[config.mk]
export PLATFORM = sky130hd
export DESIGN_NAME = joystick_axis_button_event_translator
export DESIGN_NICKNAME = d
export VERILOG_FILES = /design/src/rtl/jaet_pkg.sv /design/src/rtl/jaet_ram.sv /design/src/rtl/jaet_row_store.sv /design/src/rtl/jaet_event_gen.sv /design/src/rtl/joystick_axis_button_event_translator.sv
export SDC_FILE = /design/constraint.sdc
export NUM_CORES = 1
export LEC_CHECK = 0
export ABC_AREA = 0
export ABC_CLOCK_PERIOD_IN_PS = 6900
export BUFFER_PORTS_ARGS = -buffer_cell sky130_fd_sc_hd__buf_2
export CAP_MARGIN = 10
export CELL_PAD_IN_SITES_DETAIL_PLACEMENT = 0
export CELL_PAD_IN_SITES_GLOBAL_PLACEMENT = 1
export CORE_AREA = 2 2 170 172
export CTS_BUF_LIST = sky130_fd_sc_hd__clkbuf_16
export DETAILED_ROUTE_END_ITERATION = 8
export DIE_AREA = 0 0 172 174
export GPL_TIMING_DRIVEN = 0
export PLACE_DENSITY_LB_ADDON = 0.1
export RECOVER_POWER = 25
export SLEW_MARGIN = 20
export SYNTH_ARGS = -nofsm -noshare
export SYNTH_HDL_FRONTEND = slang
export SYNTH_HIERARCHICAL = 1
export SYNTH_SLANG_ARGS = --single-unit
[constraint.sdc]
create_clock -name clk_i -period 6.9 [get_ports clk_i]
set_input_delay 0.345 -clock clk_i [delete_from_list [all_inputs] [get_ports clk_i]]
set_output_delay 0.345 -clock clk_i [all_outputs]
set_load 0.01 [all_outputs]
[src/rtl/jaet_pkg.sv]
// Package for the joystick event translator: item types, codes and defaults.
// No dependencies; the row store, event generator and top level import it.
`timescale 1ns / 1ps
`default_nettype none

package jaet_pkg;

  localparam int unsigned SLOTS_DEF   = 4;
  localparam int unsigned AXES_DEF    = 8;
  localparam int unsigned BUTTONS_DEF = 16;

  localparam int unsigned ID_W     = 16;
  localparam int unsigned CUTOFF_W = 15;
  localparam int unsigned CFG_IDX_W = 2;
  localparam int unsigned CFG_DATA_W = 16;

  typedef enum logic [1:0] {
    MODE_AXIS   = 2'd0,
    MODE_BUTTON = 2'd1,
    MODE_CLEAR  = 2'd2
  } mode_e;

  typedef enum logic [1:0] {
    DIR_NEUTRAL = 2'd0,
    DIR_NEG     = 2'd1,
    DIR_POS     = 2'd2
  } dir_e;

  typedef enum logic [1:0] {
    CFG_DEAD_ZONE   = 2'd0,
    CFG_AXIS_BASE   = 2'd1,
    CFG_BUTTON_BASE = 2'd2,
    CFG_SLOT_STRIDE = 2'd3
  } cfg_idx_e;

  // What an accepted item turns into once its indices are checked
  typedef enum logic [1:0] {
    K_NONE   = 2'd0,
    K_AXIS   = 2'd1,
    K_BUTTON = 2'd2,
    K_CLEAR  = 2'd3
  } kind_e;

  typedef struct packed {
    logic [1:0]        mode;
    logic [7:0]        slot;
    logic [7:0]        axis_index;
    logic signed [15:0] axis_value;
    logic [7:0]        button_index;
    logic              button_pressed;
  } in_item_t;

  typedef struct packed {
    logic [ID_W-1:0] event_id;
    logic            pressed;
    logic            last;
  } out_item_t;

  // Status from the event generator towards the pipeline control
  typedef struct packed {
    logic      has_res;
    out_item_t res;
    logic      wr_en;
  } ev_t;

endpackage

`default_nettype wire

[src/rtl/jaet_ram.sv]
// Generic single-write, single-read RAM with a registered read port.
// No dependencies.
`timescale 1ns / 1ps
`default_nettype none

module jaet_ram #(
  parameter int unsigned WIDTH = 16,
  parameter int unsigned DEPTH = 4,
  localparam int unsigned AW = (DEPTH > 1) ? $clog2(DEPTH) : 1
) (
  input  wire logic             clk_i,
  input  wire logic             we_i,
  input  wire logic [AW-1:0]    waddr_i,
  input  wire logic [WIDTH-1:0] wdata_i,
  input  wire logic             re_i,
  input  wire logic [AW-1:0]    raddr_i,
  output logic      [WIDTH-1:0] rdata_o
);

  logic [WIDTH-1:0] mem_q [DEPTH];

  always_ff @(posedge clk_i) begin
    if (we_i) begin
      mem_q[waddr_i] <= wdata_i;
    end
    if (re_i) begin
      rdata_o <= mem_q[raddr_i];
    end
  end

endmodule

`default_nettype wire

[src/rtl/jaet_row_store.sv]
// Direction store: one RAM row per slot, row valid bits and write forwarding.
// Depends on jaet_pkg and jaet_ram.
`timescale 1ns / 1ps
`default_nettype none

module jaet_row_store import jaet_pkg::*; #(
  parameter int unsigned SLOTS = SLOTS_DEF,
  parameter int unsigned AXES  = AXES_DEF,
  localparam int unsigned ROW_W   = 2 * AXES,
  localparam int unsigned SLOT_AW = (SLOTS > 1) ? $clog2(SLOTS) : 1
) (
  input  wire logic               clk_i,
  input  wire logic               rst_ni,
  input  wire logic               rd_en_i,
  input  wire logic [SLOT_AW-1:0] rd_addr_i,
  input  wire logic [SLOT_AW-1:0] cur_addr_i,
  output logic      [ROW_W-1:0]   cur_row_o,
  input  wire logic               wr_en_i,
  input  wire logic [SLOT_AW-1:0] wr_addr_i,
  input  wire logic [ROW_W-1:0]   wr_row_i
);

  logic [ROW_W-1:0]   rdata;
  logic [SLOTS-1:0]   row_vld_q;
  logic               lw_vld_q;
  logic [SLOT_AW-1:0] lw_addr_q;
  logic [ROW_W-1:0]   lw_row_q;

  jaet_ram #(
    .WIDTH (ROW_W),
    .DEPTH (SLOTS)
  ) u_ram (
    .clk_i   (clk_i),
    .we_i    (wr_en_i),
    .waddr_i (wr_addr_i),
    .wdata_i (wr_row_i),
    .re_i    (rd_en_i),
    .raddr_i (rd_addr_i),
    .rdata_o (rdata)
  );

  always_ff @(posedge clk_i or negedge rst_ni) begin
    if (!rst_ni) begin
      row_vld_q <= '0;
      lw_vld_q  <= 1'b0;
    end else if (wr_en_i) begin
      row_vld_q[wr_addr_i] <= 1'b1;
      lw_vld_q             <= 1'b1;
    end
  end

  always_ff @(posedge clk_i) begin
    if (wr_en_i) begin
      lw_addr_q <= wr_addr_i;
      lw_row_q  <= wr_row_i;
    end
  end

  // The latest write wins over a read that raced it; unwritten rows are neutral
  always_comb begin
    if (lw_vld_q && (lw_addr_q == cur_addr_i)) begin
      cur_row_o = lw_row_q;
    end else if (row_vld_q[cur_addr_i]) begin
      cur_row_o = rdata;
    end else begin
      cur_row_o = '0;
    end
  end

endmodule

`default_nettype wire

[src/rtl/jaet_event_gen.sv]
// Result and write-back generation for the item in the execute stage.
// Depends on jaet_pkg.
`timescale 1ns / 1ps
`default_nettype none

module jaet_event_gen import jaet_pkg::*; #(
  parameter int unsigned AXES = AXES_DEF,
  localparam int unsigned ROW_W   = 2 * AXES,
  localparam int unsigned AXIS_AW = (AXES > 1) ? $clog2(AXES) : 1
) (
  input  wire kind_e                kind_i,
  input  wire logic                 phase_i,
  input  wire logic [AXIS_AW-1:0]   axis_i,
  input  wire dir_e                 new_dir_i,
  input  wire logic [ID_W-1:0]      slot_off_i,
  input  wire logic [7:0]           button_i,
  input  wire logic                 bpress_i,
  input  wire logic [ID_W-1:0]      axis_base_i,
  input  wire logic [ID_W-1:0]      button_base_i,
  input  wire logic [ROW_W-1:0]     row_i,
  output ev_t                       ev_o,
  output logic      [ROW_W-1:0]     wr_row_o
);

  logic [1:0]      old_dir;
  logic            changed;
  logic            rel_first;
  dir_e            emit_dir;
  logic [ID_W-1:0] axis_id;
  logic [ID_W-1:0] button_id;

  assign old_dir   = row_i[{axis_i, 1'b0} +: 2];
  assign changed   = (old_dir != new_dir_i);
  // release of the old direction goes first, unless there is none
  assign rel_first = !phase_i && (old_dir != DIR_NEUTRAL);
  assign emit_dir  = rel_first ? dir_e'(old_dir) : new_dir_i;
  assign axis_id   = axis_base_i + slot_off_i
                   + ID_W'({axis_i, (emit_dir == DIR_POS)});
  assign button_id = button_base_i + slot_off_i + ID_W'(button_i);

  always_comb begin
    ev_o     = '0;
    wr_row_o = row_i;
    wr_row_o[{axis_i, 1'b0} +: 2] = new_dir_i;
    case (kind_i)
      K_AXIS: begin
        ev_o.has_res      = changed;
        ev_o.wr_en        = changed;
        ev_o.res.event_id = axis_id;
        ev_o.res.pressed  = !rel_first;
        ev_o.res.last     = !rel_first || (new_dir_i == DIR_NEUTRAL);
      end
      K_BUTTON: begin
        ev_o.has_res      = 1'b1;
        ev_o.res.event_id = button_id;
        ev_o.res.pressed  = bpress_i;
        ev_o.res.last     = 1'b1;
      end
      K_CLEAR: begin
        ev_o.wr_en = 1'b1;
        wr_row_o   = '0;
      end
      default: begin
        ev_o = '0;
      end
    endcase
  end

endmodule

`default_nettype wire

[src/rtl/joystick_axis_button_event_translator.sv]
// Top level of the joystick event translator: config registers, decode,
// execute stage and output register. Depends on jaet_pkg, jaet_row_store,
// jaet_event_gen.
`timescale 1ns / 1ps
`default_nettype none

// Channel  Direction  Handshake             Payload
// in       sink       in_valid_i/in_stall_o   in_item_i  (in_item_t)
// out      source     out_valid_o/out_stall_i out_item_o (out_item_t)
// cfg      sink       cfg_valid_i/cfg_ready_o cfg_index_i, cfg_data_i
//
// An item enters decode and issues its row read in the cycle it is accepted;
// the next cycle it executes against the row, writing it back as it leaves.
// A new item is taken every cycle, except that an axis change with both a
// release and a press holds execute until that press is sent. Forwarding of
// the last row write covers back-to-back items on the same slot. Reset
// clears the row valid bits at once, so no clearing pass is run. A stalled
// output register holds execute, and execute, once held, stalls the input.

module joystick_axis_button_event_translator import jaet_pkg::*; #(
  parameter int unsigned SLOTS   = SLOTS_DEF,
  parameter int unsigned AXES    = AXES_DEF,
  parameter int unsigned BUTTONS = BUTTONS_DEF
) (
  input  wire logic                  clk_i,
  input  wire logic                  rst_ni,
  input  wire logic                  in_valid_i,
  output logic                       in_stall_o,
  input  wire in_item_t              in_item_i,
  output logic                       out_valid_o,
  input  wire logic                  out_stall_i,
  output out_item_t                  out_item_o,
  input  wire logic                  cfg_valid_i,
  output logic                       cfg_ready_o,
  input  wire logic [CFG_IDX_W-1:0]  cfg_index_i,
  input  wire logic [CFG_DATA_W-1:0] cfg_data_i
);

  localparam int unsigned ROW_W   = 2 * AXES;
  localparam int unsigned SLOT_AW = (SLOTS > 1) ? $clog2(SLOTS) : 1;
  localparam int unsigned AXIS_AW = (AXES > 1) ? $clog2(AXES) : 1;
  localparam logic [8:0]  SLOTS_L   = 9'(SLOTS);
  localparam logic [8:0]  AXES_L    = 9'(AXES);
  localparam logic [8:0]  BUTTONS_L = 9'(BUTTONS);

  // configuration registers
  logic [CUTOFF_W-1:0] cutoff_q;
  logic [ID_W-1:0]     axis_base_q, button_base_q, stride_q;

  assign cfg_ready_o = 1'b1;

  always_ff @(posedge clk_i or negedge rst_ni) begin
    if (!rst_ni) begin
      cutoff_q      <= '0;
      axis_base_q   <= '0;
      button_base_q <= '0;
      stride_q      <= '0;
    end else if (cfg_valid_i) begin
      case (cfg_index_i)
        CFG_DEAD_ZONE:   cutoff_q      <= cfg_data_i[CUTOFF_W-1:0];
        CFG_AXIS_BASE:   axis_base_q   <= cfg_data_i;
        CFG_BUTTON_BASE: button_base_q <= cfg_data_i;
        CFG_SLOT_STRIDE: stride_q      <= cfg_data_i;
        default: ;
      endcase
    end
  end

  // decode at acceptance
  logic            accept;
  logic            slot_ok, axis_ok, button_ok;
  logic            neg;
  logic [15:0]     mag;
  kind_e           kind_d;
  dir_e            dir_d;

  assign slot_ok   = {1'b0, in_item_i.slot} < SLOTS_L;
  assign axis_ok   = {1'b0, in_item_i.axis_index} < AXES_L;
  assign button_ok = {1'b0, in_item_i.button_index} < BUTTONS_L;
  assign neg       = in_item_i.axis_value[15];
  assign mag       = neg ? (~in_item_i.axis_value + 16'd1) : in_item_i.axis_value;

  always_comb begin
    // full-scale negative always lies beyond a 15-bit cutoff
    if (mag <= {1'b0, cutoff_q}) begin
      dir_d = DIR_NEUTRAL;
    end else begin
      dir_d = neg ? DIR_NEG : DIR_POS;
    end
  end

  always_comb begin
    kind_d = K_NONE;
    case (in_item_i.mode)
      MODE_AXIS:   kind_d = (slot_ok && axis_ok) ? K_AXIS : K_NONE;
      MODE_BUTTON: kind_d = (slot_ok && button_ok) ? K_BUTTON : K_NONE;
      MODE_CLEAR:  kind_d = slot_ok ? K_CLEAR : K_NONE;
      default:     kind_d = K_NONE;
    endcase
  end

  // execute stage
  logic               s1_vld_q, s1_vld_d;
  logic               phase_q, phase_d;
  kind_e              kind_q;
  dir_e               dir_q;
  logic [SLOT_AW-1:0] slot_q;
  logic [AXIS_AW-1:0] axis_q;
  logic [ID_W-1:0]    slot_off_q;
  logic [7:0]         button_q;
  logic               bpress_q;

  ev_t               ev;
  logic [ROW_W-1:0]  cur_row, wr_row;
  logic              emit_ok, emit, s1_done, wr_en;

  assign emit_ok    = !out_valid_o || !out_stall_i;
  assign emit       = s1_vld_q && ev.has_res && emit_ok;
  assign s1_done    = s1_vld_q && (!ev.has_res || (emit_ok && ev.res.last));
  assign in_stall_o = s1_vld_q && !s1_done;
  assign accept     = in_valid_i && !in_stall_o;
  assign wr_en      = s1_done && ev.wr_en;

  always_comb begin
    s1_vld_d = s1_vld_q;
    phase_d  = phase_q;
    if (s1_done) begin
      s1_vld_d = 1'b0;
      phase_d  = 1'b0;
    end else if (emit) begin
      // first of two results sent; advance to the press
      phase_d = 1'b1;
    end
    if (accept) begin
      s1_vld_d = 1'b1;
    end
  end

  always_ff @(posedge clk_i or negedge rst_ni) begin
    if (!rst_ni) begin
      s1_vld_q <= 1'b0;
      phase_q  <= 1'b0;
    end else begin
      s1_vld_q <= s1_vld_d;
      phase_q  <= phase_d;
    end
  end

  always_ff @(posedge clk_i) begin
    if (accept) begin
      kind_q     <= kind_d;
      dir_q      <= dir_d;
      slot_q     <= in_item_i.slot[SLOT_AW-1:0];
      axis_q     <= in_item_i.axis_index[AXIS_AW-1:0];
      slot_off_q <= ID_W'(in_item_i.slot * stride_q);
      button_q   <= in_item_i.button_index;
      bpress_q   <= in_item_i.button_pressed;
    end
  end

  jaet_row_store #(
    .SLOTS (SLOTS),
    .AXES  (AXES)
  ) u_store (
    .clk_i      (clk_i),
    .rst_ni     (rst_ni),
    .rd_en_i    (accept),
    .rd_addr_i  (in_item_i.slot[SLOT_AW-1:0]),
    .cur_addr_i (slot_q),
    .cur_row_o  (cur_row),
    .wr_en_i    (wr_en),
    .wr_addr_i  (slot_q),
    .wr_row_i   (wr_row)
  );

  jaet_event_gen #(
    .AXES (AXES)
  ) u_gen (
    .kind_i        (kind_q),
    .phase_i       (phase_q),
    .axis_i        (axis_q),
    .new_dir_i     (dir_q),
    .slot_off_i    (slot_off_q),
    .button_i      (button_q),
    .bpress_i      (bpress_q),
    .axis_base_i   (axis_base_q),
    .button_base_i (button_base_q),
    .row_i         (cur_row),
    .ev_o          (ev),
    .wr_row_o      (wr_row)
  );

  // output register: load on emit, drop once taken
  always_ff @(posedge clk_i or negedge rst_ni) begin
    if (!rst_ni) begin
      out_valid_o <= 1'b0;
    end else if (emit) begin
      out_valid_o <= 1'b1;
    end else if (!out_stall_i) begin
      out_valid_o <= 1'b0;
    end
  end

  always_ff @(posedge clk_i) begin
    if (emit) begin
      out_item_o <= ev.res;
    end
  end

`ifndef NO_ASSERTIONS
  a_stall_needs_item: assert property (@(posedge clk_i) disable iff (!rst_ni)
    !s1_vld_q |-> !in_stall_o)
    else $error("input stalled with empty execute stage");

  a_write_on_done: assert property (@(posedge clk_i) disable iff (!rst_ni)
    wr_en |-> s1_done && ((kind_q == K_AXIS) || (kind_q == K_CLEAR)))
    else $error("row written outside an axis or clear commit");

  a_second_follows: assert property (@(posedge clk_i) disable iff (!rst_ni)
    emit && !ev.res.last |=> s1_vld_q && phase_q && out_valid_o)
    else $error("second result not held after first");

  a_second_is_last: assert property (@(posedge clk_i) disable iff (!rst_ni)
    phase_q && emit |-> ev.res.last && ev.res.pressed)
    else $error("second result is not the final press");
`endif

endmodule

`default_nettype wire
==> impl_metrics.yaml, run 1 <==
setup_path:
  worstPathCellList: "mux4_2 -> buf_6 -> nand2_1 -> mux2i_1 -> mux4_2 -> mux2i_1 -> or2_1 -> a21oi_1 -> fa_1 -> ha_1 -> fa_1 -> a211oi_1 -> o21a_1 -> nor4b_1 -> a211o_1 -> mux2i_1 -> a31oi_1"
  max_stage_delay_ns: 0.67
  worst_path_dominant_cell_family: "multiplexers"
  critPathMostFrequentCell: "mux2i_1"
  setup.worst_path.class: "reg -> reg"
  end_kind: "flop"
  path_depth: 17
  cp_slowest_cell: "mux4_2"
  critPathMaxFanout: 10
  critPathArrivalTime_ns: 5.40
  rrSetupSlack_ns: 1.74
  start_kind: "flop"
  reg2regPathDepth: 17
  cp.required_ns: 7.13
  critPathBufInv: 1
timing:
  rsz0062_at_grt: "no"
  fin_crit_ns: 5.16
  fmax_ghz: 0.194
  relSlewSlack_pct: -104
  fin_crit_sh_pct: 74.8
  tightest_slew_ns: 3.06
  slew_violations: 57
  hold_viol_final: 0
  finClkSkew_ns: 0.0238
  setup_viol: 0
die:
  initial_core_util_pct: 50.3
  die_h_um: 174
  rows: 62
  core_um2: 28200
  die_w_um: 172
  dieArea_um2: 29900
  ios: 87
drt:
  avgRoutedWirePerCell_um: 19.4
  dr.pass1.iters: 5
  drt_wl_total_um: 33100
  via_per_inst: 5.40
  drc: 0
  drtAntennaViolNets: 0
  vias: 9207
  drtIter0Drc: 552
yosys:
  netlist_area_um2: 14200
  yosys.area.top_type: "edfxtp_1"
  yosys-top-cells-area: "edfxtp_1, dfrtp_1, fa_1, ha_1, mux2_2"
  yosys_warnings: 6
  synth_most_common_cell: "edfxtp_1"
  synth_area_per_cell_um2: 12.0
  syn_nets: 1413
  synth_cells: 1182
  synth_ff_type: "edfxtp_1"
  yosys.cell_types.count: 78
  seq_area_frac_synth_pct: 44.2
  synth_top_cell_area_share_pct: 31.7
  synth-seq-cells: 221
  synth-edff-count: 150
  synthTopCellsByCount: "edfxtp_1, inv_1, ha_1, nand2_1, and2_1"
  async_reset_ff_share_pct: 32.1
cts:
  clkSlewWorstSetupHoldPaths_ns: 0.07
  cts_buffers: 23
  clock_latency_ns: 0.51
  cts_resized: 0
  cts_tree: "built"
  cts_buffer_depth: 3
  htreeDepth: 1
  clock_sinks: 221
  ctsRootBufferMaster: "clkbuf_16"
place:
  hpwl_um: 25400
  gp_congestion: 0.880
  dp_cells: 1657
  port_buffers: 84
global_routing:
  grt_pass1_wl_um: 52700
  antenna_found_initial: 1
  track_usage_pct: 23.1
  grt_pass1_vias: 9545
  grt-ovfl-total: 0
  grt_max_degree: 57
hold_path:
  hold_path_depth: 1
  holdCritPathClass: "in -> reg"
power_and_ir_drop:
  power-per-cell-area_nw_per_um2: 386
  vdd_drop_max_mv: 0.292
  power_leakage_nw: 6.74
cells_and_area:
  fillerInstances: 2497
  seqCellArea_um2: 6280
  area_growth_pct: 12.1
  multi_input_area_um2: 7330
  final_util_pct: 56.4
  drive_above_1_share_pct: 15.9
  layout.nets: 1534
  fin_cells: 1704
run_status:
  violations: "capacitance limit, slew limit"
  outcome: "finished, violations left"
flow_run:
  maxCapViolations: 1
## final timing paths
check | from | endpoint
max | slot_q[1] | out_item_o[17]
min in group asynchronous | rst_ni | button_base_q[2]
min | in_item_i[0] | bpress_q
max in group asynchronous | rst_ni | stride_q[10]
min reg2reg | u_store/row_vld_q[3] | u_store/row_vld_q[3]
max reg2reg | slot_q[1] | out_item_o[17]
## sequential cells by signal, summed over array words and instances, names as in the netlist, 15 cells and up
signal	count
axis_base_q	16
button_base_q	16
cutoff_q	15
out_item_o	18
slot_off_q	16
stride_q	16
u_store/lw_row_q	16
u_store/u_ram/mem_q	64
u_store/u_ram/rdata_o	16
## logic make-up (layout without fill, tap and decap cells)
group,Yosys count,count (layout),synth area share (%)
buffers and inverters,151,288,4.36
XOR/XNOR,61,61,3.76
AND/OR/NAND/NOR,311,311,11.4
flip-flops,221,221,44.2
other,1,2,0.0264
multiplexers,108,108,10.2
adder cells (fa/ha/maj),165,165,18.5
AO/OA/AOI/OAI,164,164,7.53
## power by group
group | switching, W | leakage (nW) | total, W | internal [W]
combinational | 0.00185 | 4.12 | 0.00326 | 0.00140
sequential | 0.000133 | 2.26 | 0.00179 | 0.00165
clock | 0.000497 | 0.357 | 0.00110 | 0.000604
total | 0.00248 | 6.74 | 0.00614 | 0.00366
## repair_timing
item / CTS / global route
buffers inserted: 0 / 0
hold buffers: 3 / 2
hold endpoints to repair: 17 / 2
## cells in the final DEF (no fill, tap or decap), types with 12 or more instances in the layout
| master | Yosys | routed |
|---|---|---|
| clkbuf_1 | 25 | 37 |
| ha_1 | 91 | 91 |
| edfxtp_1 | 150 | 150 |
| nor2_1 | 56 | 56 |
| clkbuf_16 | 0 | 23 |
| mux2i_1 | 35 | 35 |
| a21o_1 | 12 | 12 |
| mux4_2 | 15 | 15 |
| xor2_1 | 18 | 18 |
| and2_1 | 76 | 75 |
| inv_1 | 116 | 125 |
| nor3_1 | 13 | 13 |
| buf_2 | 2 | 76 |
| nand2_1 | 87 | 87 |
| o21ai_0 | 38 | 38 |
| a21oi_1 | 39 | 37 |
| fa_1 | 74 | 74 |
| mux2_2 | 49 | 49 |
| dfrtp_1 | 71 | 71 |
| xnor2_1 | 43 | 43 |
## cell type report
| cell class | instances | area share, % |
|---|---|---|
| plain buffers | 35 | 1.11 |
| multi-input cells | 810 | 46.0 |
| diodes | 1 | 0.0157 |
| well taps | 384 | 3.02 |
| flip-flops and latches | 221 | 39.4 |
| clock buffers | 23 | 3.61 |
| inverters | 116 | 2.73 |
| repair buffers | 96 | 3.54 |
| clock inverters | 18 | 0.519 |
## metal layers
metal  track usage, %  share of wire, %  vias to the layer above
li1                 -                 -                     4401
met1             33.3                47                     4540
met2             36.8                46                      219
met3             3.14               4.7                       47
met4             6.48               2.5                        0
met5                0                 0                        -
## metrics by stage
stage                     total power [W]  setup slack (ns)  setup TNS [ns]  hold slack (ns)  instance area (µm²)
after floorplan                   0.00418              1.41               0           0.0494                14200
final                             0.00614              1.74               0           0.0237                15900
after CTS                         0.00618              1.68               0          0.00169                15900
after global placement            0.00503            -0.829          -17.60            0.450                15100
after global routing              0.00666              1.44               0          0.00500                15900
after detailed placement          0.00505              1.68               0            0.264                15300
No activity file was read; power rests on OpenSTA's default activity.
==> inputs of run 2 (changes only) <==
--- a/config.mk
+++ b/config.mk
@@ -6,15 +6,15 @@
 export NUM_CORES = 1
 export LEC_CHECK = 0
 export ABC_AREA = 0
-export ABC_CLOCK_PERIOD_IN_PS = 6900
+export ABC_CLOCK_PERIOD_IN_PS = 4300
 export BUFFER_PORTS_ARGS = -buffer_cell sky130_fd_sc_hd__buf_2
 export CAP_MARGIN = 10
 export CELL_PAD_IN_SITES_DETAIL_PLACEMENT = 0
 export CELL_PAD_IN_SITES_GLOBAL_PLACEMENT = 1
-export CORE_AREA = 2 2 170 172
+export CORE_AREA = 2 2 179 181
 export CTS_BUF_LIST = sky130_fd_sc_hd__clkbuf_16
 export DETAILED_ROUTE_END_ITERATION = 8
-export DIE_AREA = 0 0 172 174
+export DIE_AREA = 0 0 181 183
 export GPL_TIMING_DRIVEN = 0
 export PLACE_DENSITY_LB_ADDON = 0.1
 export RECOVER_POWER = 25
==> constraint.sdc (replaced) <==
create_clock -name clk_i -period 4.3 [get_ports clk_i]
set_input_delay 0.215 -clock clk_i [delete_from_list [all_inputs] [get_ports clk_i]]
set_output_delay 0.215 -clock clk_i [all_outputs]
set_load 0.01 [all_outputs]
==> run 2 against run 1 <==
The run ends with capacitance limit, slew limit, setup timing left; power is 76% higher; global-route usage down 1.2 points; combinational power up 78%; via count is 1.9% higher; clock power increased by 91%; utilization down 1.9 points; non-clock buffer count rose by 57; critical path type unchanged; critical endpoint unchanged; largest cell class unchanged.
==> impl_metrics.yaml, run 2 (synthesis results as in run 1) <==
die:
  die_w_um: 181
  core_um2: 31200
  dieArea_um2: 33100
  ios: 87
  die_h_um: 183
  initial_core_util_pct: 45.5
  rows: 65
run_status:
  violations: "capacitance limit, slew limit, setup timing"
  outcome: "finished, violations left"
place:
  gp_congestion: 0.849
  hpwl_um: 25800
  place_ws_ns: -1.02
  port_buffers: 84
timing:
  fin_crit_ns: 4.55
  tightest_slew_ns: 2.53
  setup_tns_ns: -4.73
  hold_viol_final: 0
  fmax_ghz: 0.220
  rsz0062_at_grt: "yes"
  fin_crit_sh_pct: 106
  setup_viol: 96
  slew_violations: 57
  relSlewSlack_pct: -68.6
  finClkSkew_ns: 0.0181
  setup_ws_ns: -0.246
cts:
  ctsRootBufferMaster: "clkbuf_16"
  cts_buffer_depth: 3
  cts_buffers: 26
  clock_latency_ns: 0.53
  htreeDepth: 1
  clkSlewWorstSetupHoldPaths_ns: 0.06
  clock_sinks: 221
  cts_tree: "built"
setup_path:
  setup.worst_path.class: "reg -> reg"
  start_kind: "flop"
  critPathMaxFanout: 10
  reg2regPathDepth: 18
  end_kind: "flop"
  critPathArrivalTime_ns: 4.78
  r2r-start: "slot_q[1]"
  rrSetupSlack_ns: -0.25
  r2r-end: "out_item_o[17]"
  cp.required_ns: 4.53
hold_path:
  worst_hold_path.endpoint: "cutoff_q[13]"
  hold_start: "cfg_data_i[13]"
  holdCritPathClass: "in -> reg"
  hold_path_depth: 3
drt:
  avgRoutedWirePerCell_um: 19.5
  dr.pass1.iters: 5
  wl_met2_um: 16500
  met3_length_um: 1270
  drtIter0Drc: 403
  top_layer: "met4"
  drtAntennaViolNets: 0
  vias: 9380
  wl_met1_um: 16500
  via_per_inst: 5.25
  drt_wl_total_um: 34900
  drc: 0
power_and_ir_drop:
  p_int_w: 0.00650
  vdd_drop_max_mv: 0.453
  pwr-share-seq_pct: 26.6
  power_leakage_nw: 7.11
  pwr-share-clk_pct: 19.4
  power_switching_w: 0.00428
  power-per-cell-area_nw_per_um2: 634
  p_comb_share_pct: 53.9
  p_sw_share_pct: 39.7
cells_and_area:
  final_cell_mix: "edfxtp_1, inv_1, ha_1"
  multi_input_area_um2: 7670
  n_antenna_cell: 0
  regMostFlops: "u_store/u_ram/mem_q"
  layout_commonest_cell: "edfxtp_1"
  seqCellArea_um2: 6290
  layout.nets: 1595
  largest_reg_flops: 64
  reg_top3: "u_store/u_ram/mem_q (64), out_item_o (18)"
  area_growth_pct: 19.8
  drive_above_1_share_pct: 23.3
  fillerInstances: 2742
global_routing:
  track_usage_pct: 21.9
  grt-ovfl-total: 0
  antenna_found_initial: 0
  grt_max_degree: 57
  grt_pass1_vias: 9947
  grt_pass1_wl_um: 56000
flow_run:
  maxCapViolations: 1
run 2: worst max path at each step:
stage          depth (start not counted)  slack [ns]      start                          to
2_1_floorplan                         17       -0.06  slot_q[1]              out_item_o[17]
3_3_place_gp                          12        -1.0  slot_q[1]   u_store/u_ram/mem_q[0][8]
3_5_place_dp                          12       -1.02  slot_q[1]  u_store/u_ram/mem_q[0][11]
4_1_cts                               18       -0.29  slot_q[1]              out_item_o[13]
5_1_grt                               18       -0.41  slot_q[1]              out_item_o[17]
6_report                              18       -0.25  slot_q[1]              out_item_o[17]
run 2: stage by stage:
step                power (W)  hold WS (ns)  area [µm²]  instances  util [%]
global placement      0.00812         0.396       15200       1668      48.6
CTS                    0.0104       0.00144       16700       1771      53.5
global route           0.0117        0.0222       17000       1786      54.5
floorplan             0.00673       -0.0806       14300       1182         -
finish                 0.0108        0.0132       17000       1786      54.5
detailed placement    0.00812         0.135       15300       1672      48.9
run 2: routing by layer:
metal	track usage [%]	up-vias
met5	0	-
met1	30.5	4636
met3	2.54	41
li1	-	4514
met2	37.2	189
met4	4.85	0
run 2: worst max-delay path: stages (launching register included):
cell      delay (ns)
edfxtp_1        0.43
buf_4           0.17
xnor2_2         0.21
nand3_4         0.14
buf_6           0.21
mux2i_4         0.20
mux4_2          0.49
mux2i_4         0.20
or2_1           0.16
a21oi_2         0.06
fa_2            0.35
ha_4            0.18
fa_2            0.38
a211oi_2        0.23
o21a_1          0.21
nor4b_1         0.07
a211o_1         0.27
mux2i_1         0.15
a31oi_1         0.14
run 2: power groups by stage:
stage	Clock [W]	Sequential, W	Combinational (W)
floorplan	0	0.00281	0.00392
global placement	0	0.00292	0.00520
detailed placement	0	0.00293	0.00520
CTS	0.00214	0.00288	0.00540
global route	0.00222	0.00290	0.00655
finish	0.00210	0.00287	0.00581
run 2: cell type report:
cell class / count / share of cell area [%]
tap: 402 / 2.96
buffer: 35 / 1.11
clock buffer: 26 / 3.82
timing repair buffer: 153 / 6.40
inverter: 116 / 2.56
sequential: 221 / 37.0
multi-input combinational: 811 / 45.1
clock inverter: 22 / 1.07
run 2: what timing repair did:
item                                    CTS  global route
endpoints found under the setup margin  122           146
setup buffers                            28            15
gates resized for setup                  38            44
hold buffers                             22             0
cloned                                    1             0
hold endpoints to repair                 94             0
pin swaps                                17            21
==> inputs of run 3 (changes only) <==
--- a/config.mk
+++ b/config.mk
@@ -5,7 +5,6 @@
 export SDC_FILE = /design/constraint.sdc
 export NUM_CORES = 1
 export LEC_CHECK = 0
-export ABC_AREA = 0
 export ABC_CLOCK_PERIOD_IN_PS = 4300
 export BUFFER_PORTS_ARGS = -buffer_cell sky130_fd_sc_hd__buf_2
 export CAP_MARGIN = 10
@@ -18,6 +17,7 @@
 export GPL_TIMING_DRIVEN = 0
 export PLACE_DENSITY_LB_ADDON = 0.1
 export RECOVER_POWER = 25
+export SETUP_SLACK_MARGIN = 0.05
 export SLEW_MARGIN = 20
 export SYNTH_ARGS = -nofsm -noshare
 export SYNTH_HDL_FRONTEND = slang
==> run 3 against run 2 <==
The flow still finishes with violations (capacitance limit, slew limit, setup timing); largest cell class unchanged; wire length rose by 2.0%; critical path depth down 1; via count is 1.2% higher; die area unchanged; utilization increased by 0.28 points; count of clock-buffer cells in the layout is 3 higher; register-to-register slack worse by 0.097 ns; sequential share of layout area decreased by 0.20 points; combinational power increased by 1%; critical path type unchanged; first-iteration DRC count grew 9.2%; non-clock buffer count up 5; clock power decreased by 3%.
==> impl_metrics.yaml, run 3 (synthesis results as in run 1) <==
global_routing:
  grt_pass1_wl_um: 55700
  met3_usage_pct: 2.30
  antenna_found_initial: 1
  grt_pass1_vias: 9972
  gr-max-usage-layer: "met2"
  grt_use_met1_pct: 29.9
  grt_max_degree: 56
  gr-usage-met2_pct: 37.9
  track_usage_pct: 21.9
  grt-ovfl-total: 0
cells_and_area:
  largest_reg_flops: 64
  final_cell_mix: "edfxtp_1, inv_1, ha_1"
  reg_top3: "u_store/u_ram/mem_q (64), out_item_o (18)"
  layout.nets: 1600
  area_growth_pct: 20.4
  n_antenna_cell: 0
  regMostFlops: "u_store/u_ram/mem_q"
  layout_commonest_cell: "edfxtp_1"
  drive_above_1_share_pct: 24.0
  fillerInstances: 2773
  seqCellArea_um2: 6290
  multi_input_area_um2: 7740
timing:
  fin_worst_hold_slack_ns: 0.0135
  rsz0062_at_grt: "yes"
  relSlewSlack_pct: -66.9
  setup_tns_ns: -14.87
  finClkSkew_ns: 0.0202
  setup_viol: 72
  hold_viol_final: 0
  setup_ws_ns: -0.344
  tightest_slew_ns: 2.50
  fin_crit_sh_pct: 108
  fin_crit_ns: 4.64
  slew_violations: 56
  fmax_ghz: 0.215
cts:
  cts_buffers: 26
  cts_tree: "built"
  cts_buffer_depth: 3
  clkSlewWorstSetupHoldPaths_ns: 0.06
  ctsRootBufferMaster: "clkbuf_16"
  clock_latency_ns: 0.53
  clock_sinks: 221
  htreeDepth: 1
drt:
  via_per_inst: 5.30
  drtIter0Drc: 440
  drt_wl_total_um: 35600
  vias: 9496
  avgRoutedWirePerCell_um: 19.9
  drc: 0
  drtAntennaViolNets: 0
  dr.pass1.iters: 5
die:
  die_w_um: 181
  die_h_um: 183
  ios: 87
  initial_core_util_pct: 45.5
  dieArea_um2: 33100
  core_um2: 31200
  rows: 65
run_status:
  outcome: "finished, violations left"
  violations: "capacitance limit, slew limit, setup timing"
setup_path:
  setup.worst_path.class: "reg -> reg"
  cp.required_ns: 4.52
  start_kind: "flop"
  end_kind: "flop"
  critPathArrivalTime_ns: 4.87
  critPathMaxFanout: 5
flow_run:
  maxCapViolations: 1
place:
  port_buffers: 84
  gp_congestion: 0.809
  hpwl_um: 25900
power_and_ir_drop:
  vdd_drop_max_mv: 0.486
  power_leakage_nw: 7.20
  power-per-cell-area_nw_per_um2: 630
hold_path:
  holdCritPathClass: "in -> reg"
[run 3: worst max-delay path, stage by stage, from the launching register on]
cell      delay, ns
edfxtp_1       0.39
mux4_2         0.62
buf_8          0.19
nand2_4        0.06
mux2i_4        0.08
mux4_2         0.52
mux2i_4        0.19
or2_1          0.16
a21oi_2        0.06
fa_2           0.36
ha_4           0.18
fa_2           0.35
a211oi_2       0.23
o21a_2         0.22
nor4b_2        0.06
a211o_1        0.32
mux2i_1        0.20
a31oi_2        0.16
[run 3: timing repair]
| action | CTS | global route |
|---|---|---|
| hold buffers | 22 | 0 |
| endpoints found under the hold margin | 94 | 0 |
| resized for setup | 55 | 41 |
| setup buffers | 37 | 13 |
| pin swaps | 28 | 38 |
| setup endpoints to repair | 138 | 153 |
| cloned | 2 | 0 |
[run 3: path summary, 6_finish.rpt]
path                                 startpoint              endpoint  slack [ns]  cells past startpoint
min in group asynchronous                rst_ni               phase_q        0.51                      2
max in group asynchronous                rst_ni           stride_q[3]        0.48                      3
max reg2reg                           slot_q[1]        out_item_o[17]       -0.34                     17
max                                   slot_q[1]        out_item_o[17]       -0.34                     17
min                              cfg_data_i[13]          cutoff_q[13]        0.01                      3
min reg2reg                u_store/row_vld_q[1]  u_store/row_vld_q[1]        0.47                      1
[run 3: area by class of cell]
type	count	area share [%]
clock inverter	19	0.490
inverter	116	2.55
timing repair buffer	158	6.65
multi-input combinational	811	45.2
tap	402	2.94
sequential	221	36.8
clock buffer	29	4.24
buffer	35	1.10
[run 3: metrics by stage]
stage                     power [W]  util [%]  setup slack [ns]  instance area (µm²)  instances
after floorplan             0.00673         -           -0.0613                14300       1182
after global placement      0.00809      48.6             -1.12                15200       1668
after detailed placement    0.00809      48.9             -1.16                15300       1672
after CTS                    0.0104      54.0            -0.376                16900       1781
after global routing         0.0116      54.8            -0.481                17100       1791
final                        0.0108      54.8            -0.344                17100       1791
[run 3: report_power, final]
| part | total, W | internal (W) | switching, W |
|---|---|---|---|
| sequential | 0.00286 | 0.00266 | 0.000208 |
| combinational | 0.00588 | 0.00266 | 0.00321 |
| clock | 0.00204 | 0.00120 | 0.000834 |
[run 3: routing by layer]
layer  part of all wire (%)  wire [µm]
met1                     47      16600
met2                     48      17200
met3                    3.4       1220
met4                    1.7        603
met5                      0          0
